**src/sv/e2c_pkg.sv**
```systemverilog
// shared types, constants and calendar helpers for the epoch to calendar date block
`timescale 1ns / 1ps

package e2c_pkg;

   // seconds per day is 2^7 * 675, so the day split is a shift plus a divide by 675
   localparam int unsigned DAY_SHIFT = 7;
   localparam logic [15:0] DIV_DAY   = 16'd675;
   localparam logic [15:0] DIV_HOUR  = 16'd3600;
   localparam logic [15:0] DIV_MIN   = 16'd60;
   localparam logic [15:0] DIV_WEEK  = 16'd7;

   localparam logic [15:0] YEAR_DAYS     = 16'd365;
   localparam logic [7:0]  BASE_YEAR     = 8'd70;
   localparam logic [15:0] EPOCH_WEEKDAY = 16'd4;
   localparam logic [3:0]  LAST_MONTH    = 4'd11;

   // century years in reach of an 8-bit year count (1900 and 2100 are not leap)
   localparam logic [7:0] YEAR_1900 = 8'd0;
   localparam logic [7:0] YEAR_2100 = 8'd200;

   localparam logic [3:0] MON_JAN = 4'd0;
   localparam logic [3:0] MON_FEB = 4'd1;
   localparam logic [3:0] MON_MAR = 4'd2;
   localparam logic [3:0] MON_APR = 4'd3;
   localparam logic [3:0] MON_MAY = 4'd4;
   localparam logic [3:0] MON_JUN = 4'd5;
   localparam logic [3:0] MON_JUL = 4'd6;
   localparam logic [3:0] MON_AUG = 4'd7;
   localparam logic [3:0] MON_SEP = 4'd8;
   localparam logic [3:0] MON_OCT = 4'd9;
   localparam logic [3:0] MON_NOV = 4'd10;
   localparam logic [3:0] MON_DEC = 4'd11;

   // operands and result of the shared compare-subtract unit
   typedef struct packed {
      logic [15:0] a;
      logic [15:0] b;
   } sub_req_type;

   typedef struct packed {
      logic [15:0] diff;
      logic        ge;
   } sub_rsp_type;

   // one converted result item
   typedef struct packed {
      logic [5:0] second;
      logic [5:0] minute;
      logic [4:0] hour;
      logic [2:0] weekday;
      logic [4:0] month_day;
      logic [3:0] month;
      logic [7:0] year_since_1900;
      logic [8:0] year_day;
      logic       range_error;
   } date_type;

   // gregorian leap test on the full year; 1900 is divisible by 4 so the low
   // bits of the 1900-based count decide the multiple-of-four part
   function automatic logic is_leap(input logic [7:0] ys);
      is_leap = (ys[1:0] == 2'b00) && (ys != YEAR_1900) && (ys != YEAR_2100);
   endfunction

   // month length with leap february
   function automatic logic [4:0] month_len(input logic [3:0] mon, input logic leap);
      case (mon)
         MON_JAN, MON_MAR, MON_MAY, MON_JUL,
         MON_AUG, MON_OCT, MON_DEC: month_len = 5'd31;
         MON_APR, MON_JUN, MON_SEP, MON_NOV: month_len = 5'd30;
         MON_FEB: month_len = leap ? 5'd29 : 5'd28;
         default: month_len = 5'd31;
      endcase
   endfunction

endpackage

```
**src/sv/e2c_sub_unit.sv**
```systemverilog
// shared 16-bit compare-subtract unit used by every phase of the conversion
`timescale 1ns / 1ps

module e2c_sub_unit (
   input  e2c_pkg::sub_req_type req,
   output e2c_pkg::sub_rsp_type rsp
);
   import e2c_pkg::*;

   logic [16:0] wide_diff;

   // borrow out of the top bit means a < b
   assign wide_diff = {1'b0, req.a} - {1'b0, req.b};
   assign rsp.diff  = wide_diff[15:0];
   assign rsp.ge    = ~wide_diff[16];

endmodule

```
**src/sv/e2c_convert.sv**
```systemverilog
// sequencer that runs the restoring divides and the year and month loops on one subtractor
`timescale 1ns / 1ps

module e2c_convert (
   input  logic              clock,
   input  logic              reset,
   input  logic              in_valid,
   output logic              in_ready,
   input  logic [31:0]       in_time,
   input  logic              in_error,
   output logic              out_valid,
   input  logic              out_ready,
   output e2c_pkg::date_type out_date
);
   import e2c_pkg::*;

   localparam logic [2:0] ST_IDLE = 3'd0;
   localparam logic [2:0] ST_DAY  = 3'd1;
   localparam logic [2:0] ST_HOUR = 3'd2;
   localparam logic [2:0] ST_MIN  = 3'd3;
   localparam logic [2:0] ST_WDAY = 3'd4;
   localparam logic [2:0] ST_YEAR = 3'd5;
   localparam logic [2:0] ST_MON  = 3'd6;
   localparam logic [2:0] ST_DONE = 3'd7;

   logic [2:0]  state_ff, state_in;
   logic [3:0]  step_ff, step_in;
   logic [11:0] rem_ff, rem_in;
   logic [15:0] quo_ff, quo_in;
   logic [6:0]  t7_ff, t7_in;
   logic [15:0] days_ff, days_in;
   logic [4:0]  hour_ff, hour_in;
   logic [5:0]  minute_ff, minute_in;
   logic [5:0]  second_ff, second_in;
   logic [2:0]  weekday_ff, weekday_in;
   logic [7:0]  year_ff, year_in;
   logic [3:0]  month_ff, month_in;
   logic [8:0]  yday_ff, yday_in;
   logic        err_ff, err_in;

   sub_req_type sub_req;
   sub_rsp_type sub_rsp;
   logic [11:0] div_rem;
   logic [15:0] div_quo;
   logic [15:0] wday_arg;
   logic        leap;

   e2c_sub_unit u_sub (
      .req (sub_req),
      .rsp (sub_rsp)
   );

   assign leap = is_leap(year_ff);

   // operand select: divide trial in the divide phases, day count in the loops
   always_comb begin
      sub_req.a = {3'b000, rem_ff, quo_ff[15]};
      sub_req.b = DIV_DAY;
      case (state_ff)
         ST_HOUR: sub_req.b = DIV_HOUR;
         ST_MIN:  sub_req.b = DIV_MIN;
         ST_WDAY: sub_req.b = DIV_WEEK;
         ST_YEAR: begin
            sub_req.a = days_ff;
            sub_req.b = YEAR_DAYS + {15'd0, leap};
         end
         ST_MON: begin
            sub_req.a = days_ff;
            sub_req.b = {11'd0, month_len(month_ff, leap)};
         end
         default: sub_req.b = DIV_DAY;
      endcase
   end

   // one restoring divide step
   assign div_rem  = sub_rsp.ge ? sub_rsp.diff[11:0] : sub_req.a[11:0];
   assign div_quo  = {quo_ff[14:0], sub_rsp.ge};
   assign wday_arg = days_ff + EPOCH_WEEKDAY;

   // sequencer
   always_comb begin
      state_in   = state_ff;
      step_in    = step_ff;
      rem_in     = rem_ff;
      quo_in     = quo_ff;
      t7_in      = t7_ff;
      days_in    = days_ff;
      hour_in    = hour_ff;
      minute_in  = minute_ff;
      second_in  = second_ff;
      weekday_in = weekday_ff;
      year_in    = year_ff;
      month_in   = month_ff;
      yday_in    = yday_ff;
      err_in     = err_ff;
      unique case (state_ff)
         ST_IDLE: begin
            if (in_valid) begin
               // time >> 7 divided by 675; top bits seed the remainder
               rem_in   = {3'b000, in_time[31:23]};
               quo_in   = in_time[22:DAY_SHIFT];
               t7_in    = in_time[DAY_SHIFT-1:0];
               err_in   = in_error;
               step_in  = 4'd15;
               state_in = ST_DAY;
            end
         end
         ST_DAY: begin
            rem_in  = div_rem;
            quo_in  = div_quo;
            step_in = step_ff - 4'd1;
            if (step_ff == 4'd0) begin
               // second of day is remainder * 128 + low bits; seed the hour divide
               days_in  = div_quo;
               rem_in   = {div_rem[9:0], t7_ff[6:5]};
               quo_in   = {t7_ff[4:0], 11'd0};
               step_in  = 4'd4;
               state_in = ST_HOUR;
            end
         end
         ST_HOUR: begin
            rem_in  = div_rem;
            quo_in  = div_quo;
            step_in = step_ff - 4'd1;
            if (step_ff == 4'd0) begin
               hour_in  = div_quo[4:0];
               rem_in   = {6'd0, div_rem[11:6]};
               quo_in   = {div_rem[5:0], 10'd0};
               step_in  = 4'd5;
               state_in = ST_MIN;
            end
         end
         ST_MIN: begin
            rem_in  = div_rem;
            quo_in  = div_quo;
            step_in = step_ff - 4'd1;
            if (step_ff == 4'd0) begin
               minute_in = div_quo[5:0];
               second_in = div_rem[5:0];
               rem_in    = {10'd0, wday_arg[15:14]};
               quo_in    = {wday_arg[13:0], 2'b00};
               step_in   = 4'd13;
               state_in  = ST_WDAY;
            end
         end
         ST_WDAY: begin
            rem_in  = div_rem;
            quo_in  = div_quo;
            step_in = step_ff - 4'd1;
            if (step_ff == 4'd0) begin
               weekday_in = div_rem[2:0];
               year_in    = BASE_YEAR;
               state_in   = ST_YEAR;
            end
         end
         ST_YEAR: begin
            // strip whole years
            if (sub_rsp.ge) begin
               days_in = sub_rsp.diff;
               year_in = year_ff + 8'd1;
            end else begin
               yday_in  = days_ff[8:0];
               month_in = MON_JAN;
               state_in = ST_MON;
            end
         end
         ST_MON: begin
            // strip whole months, december takes the rest
            if ((month_ff == LAST_MONTH) || !sub_rsp.ge) begin
               state_in = ST_DONE;
            end else begin
               days_in  = sub_rsp.diff;
               month_in = month_ff + 4'd1;
            end
         end
         ST_DONE: begin
            if (out_ready) begin
               state_in = ST_IDLE;
            end
         end
         default: state_in = ST_IDLE;
      endcase
   end

   // control state
   always_ff @(posedge clock) begin
      if (reset) begin
         state_ff <= ST_IDLE;
      end else begin
         state_ff <= state_in;
      end
   end

   // datapath registers
   always_ff @(posedge clock) begin
      step_ff    <= step_in;
      rem_ff     <= rem_in;
      quo_ff     <= quo_in;
      t7_ff      <= t7_in;
      days_ff    <= days_in;
      hour_ff    <= hour_in;
      minute_ff  <= minute_in;
      second_ff  <= second_in;
      weekday_ff <= weekday_in;
      year_ff    <= year_in;
      month_ff   <= month_in;
      yday_ff    <= yday_in;
      err_ff     <= err_in;
   end

   // result item
   assign in_ready  = (state_ff == ST_IDLE);
   assign out_valid = (state_ff == ST_DONE);

   assign out_date.second          = second_ff;
   assign out_date.minute          = minute_ff;
   assign out_date.hour            = hour_ff;
   assign out_date.weekday         = weekday_ff;
   assign out_date.month_day       = days_ff[4:0] + 5'd1;
   assign out_date.month           = month_ff;
   assign out_date.year_since_1900 = year_ff;
   assign out_date.year_day        = yday_ff;
   assign out_date.range_error     = err_ff;

endmodule

```
**src/sv/epoch_to_calendar_date.sv**
```systemverilog
// top level: offset register, clamp of the adjusted time, and the conversion sequencer
// throughput: one item at a time; the next is taken the cycle after the result is taken
// the work runs on one shared 16-bit subtractor: 41 divide steps, then one step per year and one per month
// reset: synchronous, active high; clears the offset to zero and returns the sequencer to idle
// no item is accepted while reset is high
`timescale 1ns / 1ps

module epoch_to_calendar_date (
   input  logic               clock,
   input  logic               reset,
   input  logic               req_valid,
   output logic               req_ready,
   input  logic [31:0]        req_epoch_seconds,
   output logic               rsp_valid,
   input  logic               rsp_ready,
   output logic [5:0]         rsp_second,
   output logic [5:0]         rsp_minute,
   output logic [4:0]         rsp_hour,
   output logic [2:0]         rsp_weekday,
   output logic [4:0]         rsp_month_day,
   output logic [3:0]         rsp_month,
   output logic [7:0]         rsp_year_since_1900,
   output logic [8:0]         rsp_year_day,
   output logic               rsp_range_error,
   input  logic               csr_wr_en,
   input  logic signed [17:0] csr_wr_data
);
   import e2c_pkg::*;

   logic signed [17:0] offset_ff;
   logic signed [17:0] offset_in;
   logic signed [33:0] adj_time;
   logic [31:0]        clamped_time;
   logic               clamp_error;
   logic               conv_ready;
   logic               conv_valid;
   date_type           date;

   // offset register
   assign offset_in = csr_wr_en ? csr_wr_data : offset_ff;

   always_ff @(posedge clock) begin
      if (reset) begin
         offset_ff <= '0;
      end else begin
         offset_ff <= offset_in;
      end
   end

   // add offset and clamp to the unsigned 32-bit range
   assign adj_time = $signed({2'b00, req_epoch_seconds})
                   + $signed({{16{offset_ff[17]}}, offset_ff});

   always_comb begin
      clamped_time = adj_time[31:0];
      clamp_error  = 1'b0;
      if (adj_time[33]) begin
         clamped_time = '0;
         clamp_error  = 1'b1;
      end else if (adj_time[32]) begin
         clamped_time = '1;
         clamp_error  = 1'b1;
      end
   end

   e2c_convert u_convert (
      .clock     (clock),
      .reset     (reset),
      .in_valid  (req_valid && !reset),
      .in_ready  (conv_ready),
      .in_time   (clamped_time),
      .in_error  (clamp_error),
      .out_valid (conv_valid),
      .out_ready (rsp_ready),
      .out_date  (date)
   );

   // handshake and result fields
   assign req_ready           = conv_ready && !reset;
   assign rsp_valid           = conv_valid;
   assign rsp_second          = date.second;
   assign rsp_minute          = date.minute;
   assign rsp_hour            = date.hour;
   assign rsp_weekday         = date.weekday;
   assign rsp_month_day       = date.month_day;
   assign rsp_month           = date.month;
   assign rsp_year_since_1900 = date.year_since_1900;
   assign rsp_year_day        = date.year_day;
   assign rsp_range_error     = date.range_error;

endmodule

```
**config.mk**
```make
export PLATFORM = sky130hd
export DESIGN_NAME = epoch_to_calendar_date
export DESIGN_NICKNAME = d
export VERILOG_FILES = /design/src/sv/e2c_pkg.sv /design/src/sv/e2c_sub_unit.sv /design/src/sv/e2c_convert.sv /design/src/sv/epoch_to_calendar_date.sv
export SDC_FILE = /design/constraint.sdc
export NUM_CORES = 1
export LEC_CHECK = 0
export BUFFER_PORTS_ARGS = -buffer_cell sky130_fd_sc_hd__buf_4
export CAP_MARGIN = 20
export CORE_MARGIN = 2
export CORE_UTILIZATION = 60
export DETAILED_ROUTE_END_ITERATION = 12
export PLACE_DENSITY = 0.87
export SLEW_MARGIN = 15
export SYNTH_ARGS = -nofsm -noshare
export SYNTH_HDL_FRONTEND = slang
export SYNTH_SLANG_ARGS = --single-unit
```
**constraint.sdc**
```tcl
create_clock -name clock -period 5.75 [get_ports clock]
set_input_delay 0.575 -clock clock [delete_from_list [all_inputs] [get_ports clock]]
set_output_delay 0.575 -clock clock [all_outputs]
set_load 0.03 [all_outputs]
```
==> metrics, run 1 <==
total negative setup slack=0 ns; Yosys reg bits=approximately 120; launch point of the worst hold path=csr_wr_data[10]; top cells by area, synth=edfxtp_1, ha_1, dfxtp_1; Synth Warn #=0; VDD IR-drop max=~0.19 mV; worst reg2reg path startpoint=u_convert.state_ff[0]; Critical path origin=u_convert.state_ff[0]; CTS clock-pin slew for the worst setup and hold paths=around 0.06 ns; max-cap viol count=0; DIE HEIGHT=between 100 and 150 um; gpl congestion=slightly below 1; Setup Viol. Count Final=0; most common cell after layout, fill and taps aside=buf_4; CTS tree=done; port bufs=approximately 100; max incr delay on CP=~0.56 ns; clock share of power=0.363; number of fillers in the final layout=approximately 1,100; vias per cell=6.39; Min-Delay Path Class=in2reg; cell count after synthesis=975; WS Path Type=reg2reg; vias in the first global route=~7,700; Initial Util=0.620; Iteration-0 DRC Markers=1,047; number of flops mapped to enable cells by yosys=97; critical-path cell list=nor2b_1 > o21ai_2 > a21oi_1 > ha_1 > inv_1 > fa_1 > a211oi_1 > o2111ai_1 > nand4_1 > nand2_4 > mux2i_2 > nor2_1 > o31ai_1 > o221ai_1 > o21ai_1; post_cts resized=0; post-CTS setup buffers=0; final wirelength=between 20 and 25 mm; Max-Slew Margin vs Limit=0.425; layout cells sized above 1=0.161; root buffer cell=clkbuf_16; Startpoint Class=register; final hold vios=0; clock sink count=between 100 and 150; routed vias=slightly above 8,000; total global routing overflow=0; Placed Cells=about 1,200; Fmax achieved=0.201 GHz; largest fanout on the critical path=22; endpoint type of the worst setup path=register; Synth cell types=69; Net Sw Frac=0.334; ys async rst share=0; leak pwr=4.20 nW; Net Sw Power=roughly 1.0 mW; largest area contributor in the netlist=edfxtp_1; worst hold slack=0.380 ns; Routed Antenna Nets=0; CP Data Arrival Time=about 5.2 ns; H-tree depth=4; sequential share of power=0.348; status=completed; core area=around 14,000 sq um; CTS hold repair buffers=0; ys flop type=edfxtp_1; CP max stage cell=a21oi_1; drt wl/cell=19.7 um; internal power=around 2.1 mW; Seq/Total Area, Yosys=0.384; Final Cycle Share=0.863; Synth top area share=0.336; clk_skew=~0.0082 ns; worst path required time=6.01 ns; first-pass GRT wire length=39.4 mm; antenna violations before repair=0; Area growth, synth to finish=18.2%; non-filler instance count after layout=roughly 1,300; RSZ-0062 raised after global routing=false; TritonCTS buffer count=17; Tot GR Track Use=0.317; 1st-pass router iterations=6; Synth Cell Area=8670 sq um; minimum clock period=between 4 and 5 ns; syn_nets=1,086; P per Cell Area=roughly 300 nW/um^2; Die W=around 120 um; Cell Rows=43; Remaining DRCs=0; die area=between 15,000 and 20,000 sq um; IO Count=104; Final Slew Violations=0; commonest non-fill, non-tap cells in the layout=buf_4, nor2_1, nand2_1; largest net degree at the start of global routing=33; clock tree buffer depth=2; dpl hpwl=between 15 and 20 mm; clk_lat worst skew=roughly 0.43 ns; Syn Area/Cell=approximately 8.9 sq um; Least-Margin Pin Slew=around 0.86 ns; Final nets=roughly 1,200; combinational power share=0.290
[cell usage after synthesis (all sizes together) (14+ instances only)]
cell / n
a21oi: 77
clkbuf: 40
dfxtp: 21
edfxtp: 97
ha: 54
inv: 40
mux2i: 36
nand2: 104
nand3: 29
nor2: 110
nor3: 14
o21ai: 91
o22ai: 16
xnor2: 44
xor2: 25
[final timing paths]
check,to,slack (ns),cells past startpoint
worst max-delay path,u_convert.rem_ff[4],0.79,15
worst min register to register,offset_ff[15],0.50,2
worst max register to register,u_convert.rem_ff[4],0.79,15
worst min-delay path,offset_ff[10],0.38,3
[sequential cells by signal, summed over array words and instances (netlist names), 3 cells and up]
| register | count |
|---|---|
| offset_ff | 18 |
| u_convert.days_ff | 16 |
| u_convert.hour_ff | 5 |
| u_convert.minute_ff | 6 |
| u_convert.month_ff | 4 |
| u_convert.quo_ff | 16 |
| u_convert.rem_ff | 12 |
| u_convert.second_ff | 6 |
| u_convert.state_ff | 3 |
| u_convert.step_ff | 4 |
| u_convert.t7_ff | 7 |
| u_convert.weekday_ff | 3 |
| u_convert.yday_ff | 9 |
| u_convert.year_ff | 8 |
[per-layer routing]
layer / GRT usage / vias to the layer above / share of wire
li1: - / 3769 / -
met3: 0.0559 / 79 / 0.089
met5: 0 / - / 0
met4: 0.153 / 0 / 0.043
met1: 0.415 / 3736 / 0.40
met2: 0.509 / 476 / 0.47
[power groups by stage]
stage | Combinational [mW] | Sequential, mW | Clock (mW)
6_report | 0.898 | 1.08 | 1.13
5_1_grt | 0.973 | 1.08 | 1.16
4_1_cts | 0.875 | 1.08 | 1.13
3_5_place_dp | 0.865 | 1.09 | 0
3_3_place_gp | 0.852 | 1.09 | 0
2_1_floorplan | 0.635 | 1.07 | 0
[cell type report]
| class | instances | area [sq um] | area share |
|---|---|---|---|
| multi-input cells | 770 | 5020 | 0.490 |
| flip-flops and latches | 118 | 3330 | 0.325 |
| repair buffers | 119 | 893 | 0.0871 |
| clock buffers | 17 | 425 | 0.0415 |
| well taps | 180 | 225 | 0.0220 |
| clock inverters | 15 | 193 | 0.0188 |
| inverters | 41 | 154 | 0.0150 |
| diodes | 1 | 2.50 | 0.000244 |
[critical path, delay by kind of cell (launching register included)]
kind | cells | cell delay (ns)
muxes | 1 | 0.45
AOI/OAI and AO/OA | 7 | 1.97
and+or+nand+nor | 4 | 1.16
buffers and inverters | 1 | 0.06
DFF | 1 | 0.43
adders and majority gates | 2 | 0.69
[through the flow]
stage / power, mW / utilization / instance area (sq um) / setup WS [ns]
after global placement: 1.95 / 0.688 / 9630 / 1.21
after floorplan: 1.71 / - / 8670 / 1.25
after global routing: 3.22 / 0.733 / 10200 / 0.539
final: 3.10 / 0.733 / 10300 / 0.785
after CTS: 3.08 / 0.733 / 10200 / 0.921
after detailed placement: 1.96 / 0.688 / 9630 / 1.04
[cell families (layout without fill, tap and decap cells)]
kind of cell / count (synthesis) / count (layout) / synth area share
AOI/OAI and AO/OA: 288 / 288 / 0.207
xor gates and xnor gates: 69 / 69 / 0.0697
adders and majority gates: 56 / 56 / 0.0825
buffers and inverters: 87 / 192 / 0.0397
DFF: 118 / 118 / 0.384
muxes: 36 / 36 / 0.0496
other: 0 / 1 / 0
and+or+nand+nor: 321 / 321 / 0.167
Note: power is estimated with default switching activity, not from simulation.
==> inputs of run 2 (changes only) <==
--- a/config.mk
+++ b/config.mk
@@ -5,10 +5,11 @@
 export SDC_FILE = /design/constraint.sdc
 export NUM_CORES = 1
 export LEC_CHECK = 0
+export ABC_AREA = 1
 export BUFFER_PORTS_ARGS = -buffer_cell sky130_fd_sc_hd__buf_4
 export CAP_MARGIN = 20
 export CORE_MARGIN = 2
-export CORE_UTILIZATION = 60
+export CORE_UTILIZATION = 61
 export DETAILED_ROUTE_END_ITERATION = 12
 export PLACE_DENSITY = 0.87
 export SLEW_MARGIN = 15
==> run 2 against run 1 <==
Compared with the run above: routed wire length is 24% higher; first-iteration DRC count rose by 3.8%; hold slack worse by 0.040 ns; largest power group is now combinational logic; highest routed layer unchanged; synthesized area is 11% higher; largest cell class unchanged.
==> metrics, run 2 <==
drt wl/cell=17.8 um; IO Count=approximately 100; die area=16,800 sq um; synth cell count leaders=nand2_1, inv_1, nor2_1; final hold vios=0; port bufs=103; Synth top area share=0.303; clk_skew=around 0.012 ns; Top reg by flops=offset_ff; CP Data Arrival Time=4.93 ns; Synth cell types=48; Max-Slew Margin vs Limit=0.327; Remaining DRCs=0; clk_lat worst skew=around 0.43 ns; Cell Rows=45; most frequent cell after synthesis=nand2_1; largest net degree at the start of global routing=34; most common cell after layout, fill and taps aside=nand2_1; post_cts resized=0; Placed Instance Area=roughly 11,000 sq um; Least-Margin Pin Slew=between 1 and 1.5 ns; Initial Util=0.627; clock tree buffer depth=2; DIE HEIGHT=129 um; antenna cell count=0; max-cap viol count=0; CTS clock-pin slew for the worst setup and hold paths=roughly 0.06 ns; vias in the first global route=a little over 9,000; Seq/Total Area, Yosys=0.347; Iteration-0 DRC Markers=between 1,000 and 1,500; layout cells sized above 1=0.118; largest fanout on the critical path=25; fin area=between 10,000 and 15,000 sq um; pre-CTS setup slack=about 1.2 ns; Final Cycle Share=0.828; total negative setup slack=0 ns; total global routing overflow=0; 1st-pass router iterations=8; vias per cell=around 5.8; CP max stage cell=dfxtp_1; CTS tree=done; clock sink count=118; Startpoint Class=register; Final nets=1,622; Tot GR Track Use=0.375; max incr delay on CP=~0.64 ns; non-filler instance count after layout=~1,700; minimum clock period=4.76 ns; Synth Cell Area=9610 sq um; TritonCTS buffer count=17; Yosys reg bits=~120; worst path required time=slightly below 6 ns; antenna violations before repair=0; most used cell, CP=buf_4; Placed Cells=about 1,700; syn_nets=around 1,500; WS Path Type=reg2reg; Area growth, synth to finish=16.1%; Final Slew Violations=0; leak pwr=approximately 5.6 nW; top cells by area, synth=edfxtp_1, nand2_1, inv_1; root buffer cell=clkbuf_16; Regs by FF count=offset_ff: 18 flops, u_convert.days_ff: 16 flops, u_convert.quo_ff: 16 flops; VDD IR-drop max=~0.29 mV; commonest non-fill, non-tap cells in the layout=nand2_1, inv_1, nor2_1; first-pass GRT wire length=48.0 mm; Syn Area/Cell=approximately 6.8 sq um; max reg flops=18; CTS hold repair buffers=0; Fmax achieved=about 0.21 GHz; Min-Delay Path Class=in2reg; largest area contributor in the netlist=edfxtp_1; cell count after synthesis=between 1,000 and 1,500; register-to-register setup slack=around 1 ns; RSZ-0062 raised after global routing=false; critical-path cell list=nand3_2 > nand2_2 > inv_2 > o21ai_0 > ha_1 > nand2_1 > inv_1 > a21oi_2 > nor2_1 > nor2_2 > buf_4 > nand2_4 > a21oi_1 > nor3_2 > buf_4; dpl hpwl=24.1 mm; number of flops mapped to enable cells by yosys=between 90 and 100; Die W=between 100 and 150 um; P per Cell Area=about 470 nW/um^2; post-CTS setup buffers=0; status=completed; CP bufs+invs=4; endpoint type of the worst setup path=register; Setup Viol. Count Final=0; routed vias=approximately 10,000; gpl congestion=between 1 and 1.5; ys flop type=edfxtp_1; CP top delay family=simple AND/OR/NAND/NOR gates; PnR worst setup slack=about 0.99 ns; Routed Antenna Nets=0; ys async rst share=0; Synth Warn #=0; core area=between 15,000 and 20,000 sq um; H-tree depth=4; final wirelength=a little over 30 mm
-- run 2: final timing paths --
path              cells after the start             startpoint                     to
hold reg to reg                       2          offset_ff[13]          offset_ff[13]
setup reg to reg                     15  u_convert.state_ff[2]  u_convert.days_ff[15]
setup / recovery                     15  u_convert.state_ff[2]  u_convert.days_ff[15]
hold / removal                        2                  reset  u_convert.state_ff[2]
-- run 2: cell families after synthesis --
kind of cell | share of synthesized area
xor gates and xnor gates | 0.0246
adders and majority gates | 0.0745
DFF | 0.347
and+or+nand+nor | 0.346
buffers and inverters | 0.0952
AOI/OAI and AO/OA | 0.112
-- run 2: through the flow --
stage	total power, mW	hold slack [ns]	utilization
6_report	5.25	0.340	0.728
3_3_place_gp	3.98	0.482	0.688
2_1_floorplan	3.17	0.450	-
5_1_grt	5.53	0.343	0.728
4_1_cts	5.12	0.335	0.728
3_5_place_dp	3.99	0.486	0.688
-- run 2: where the power goes --
| group | internal, mW | switching (mW) |
|---|---|---|
| combinational | 0.778 | 1.92 |
| clock | 0.658 | 0.455 |
| sequential | 1.27 | 0.171 |
-- run 2: routing by layer --
layer / vias up / track usage / share of wire
met5: - / 0 / 0
met2: 614 / 0.613 / 0.47
li1: 4852 / - / -
met4: 0 / 0.238 / 0.065
met1: 4539 / 0.453 / 0.38
met3: 136 / 0.0784 / 0.087
-- run 2: cell type report --
type | instances | area (sq um)
Tap cell | 211 | 264
Inverter | 198 | 746
Fill cell | 1289 | 4160
Clock buffer | 17 | 425
Multi-Input combinational cell | 1065 | 5370
Sequential cell | 118 | 3330
Clock inverter | 15 | 183
Timing Repair Buffer | 111 | 833
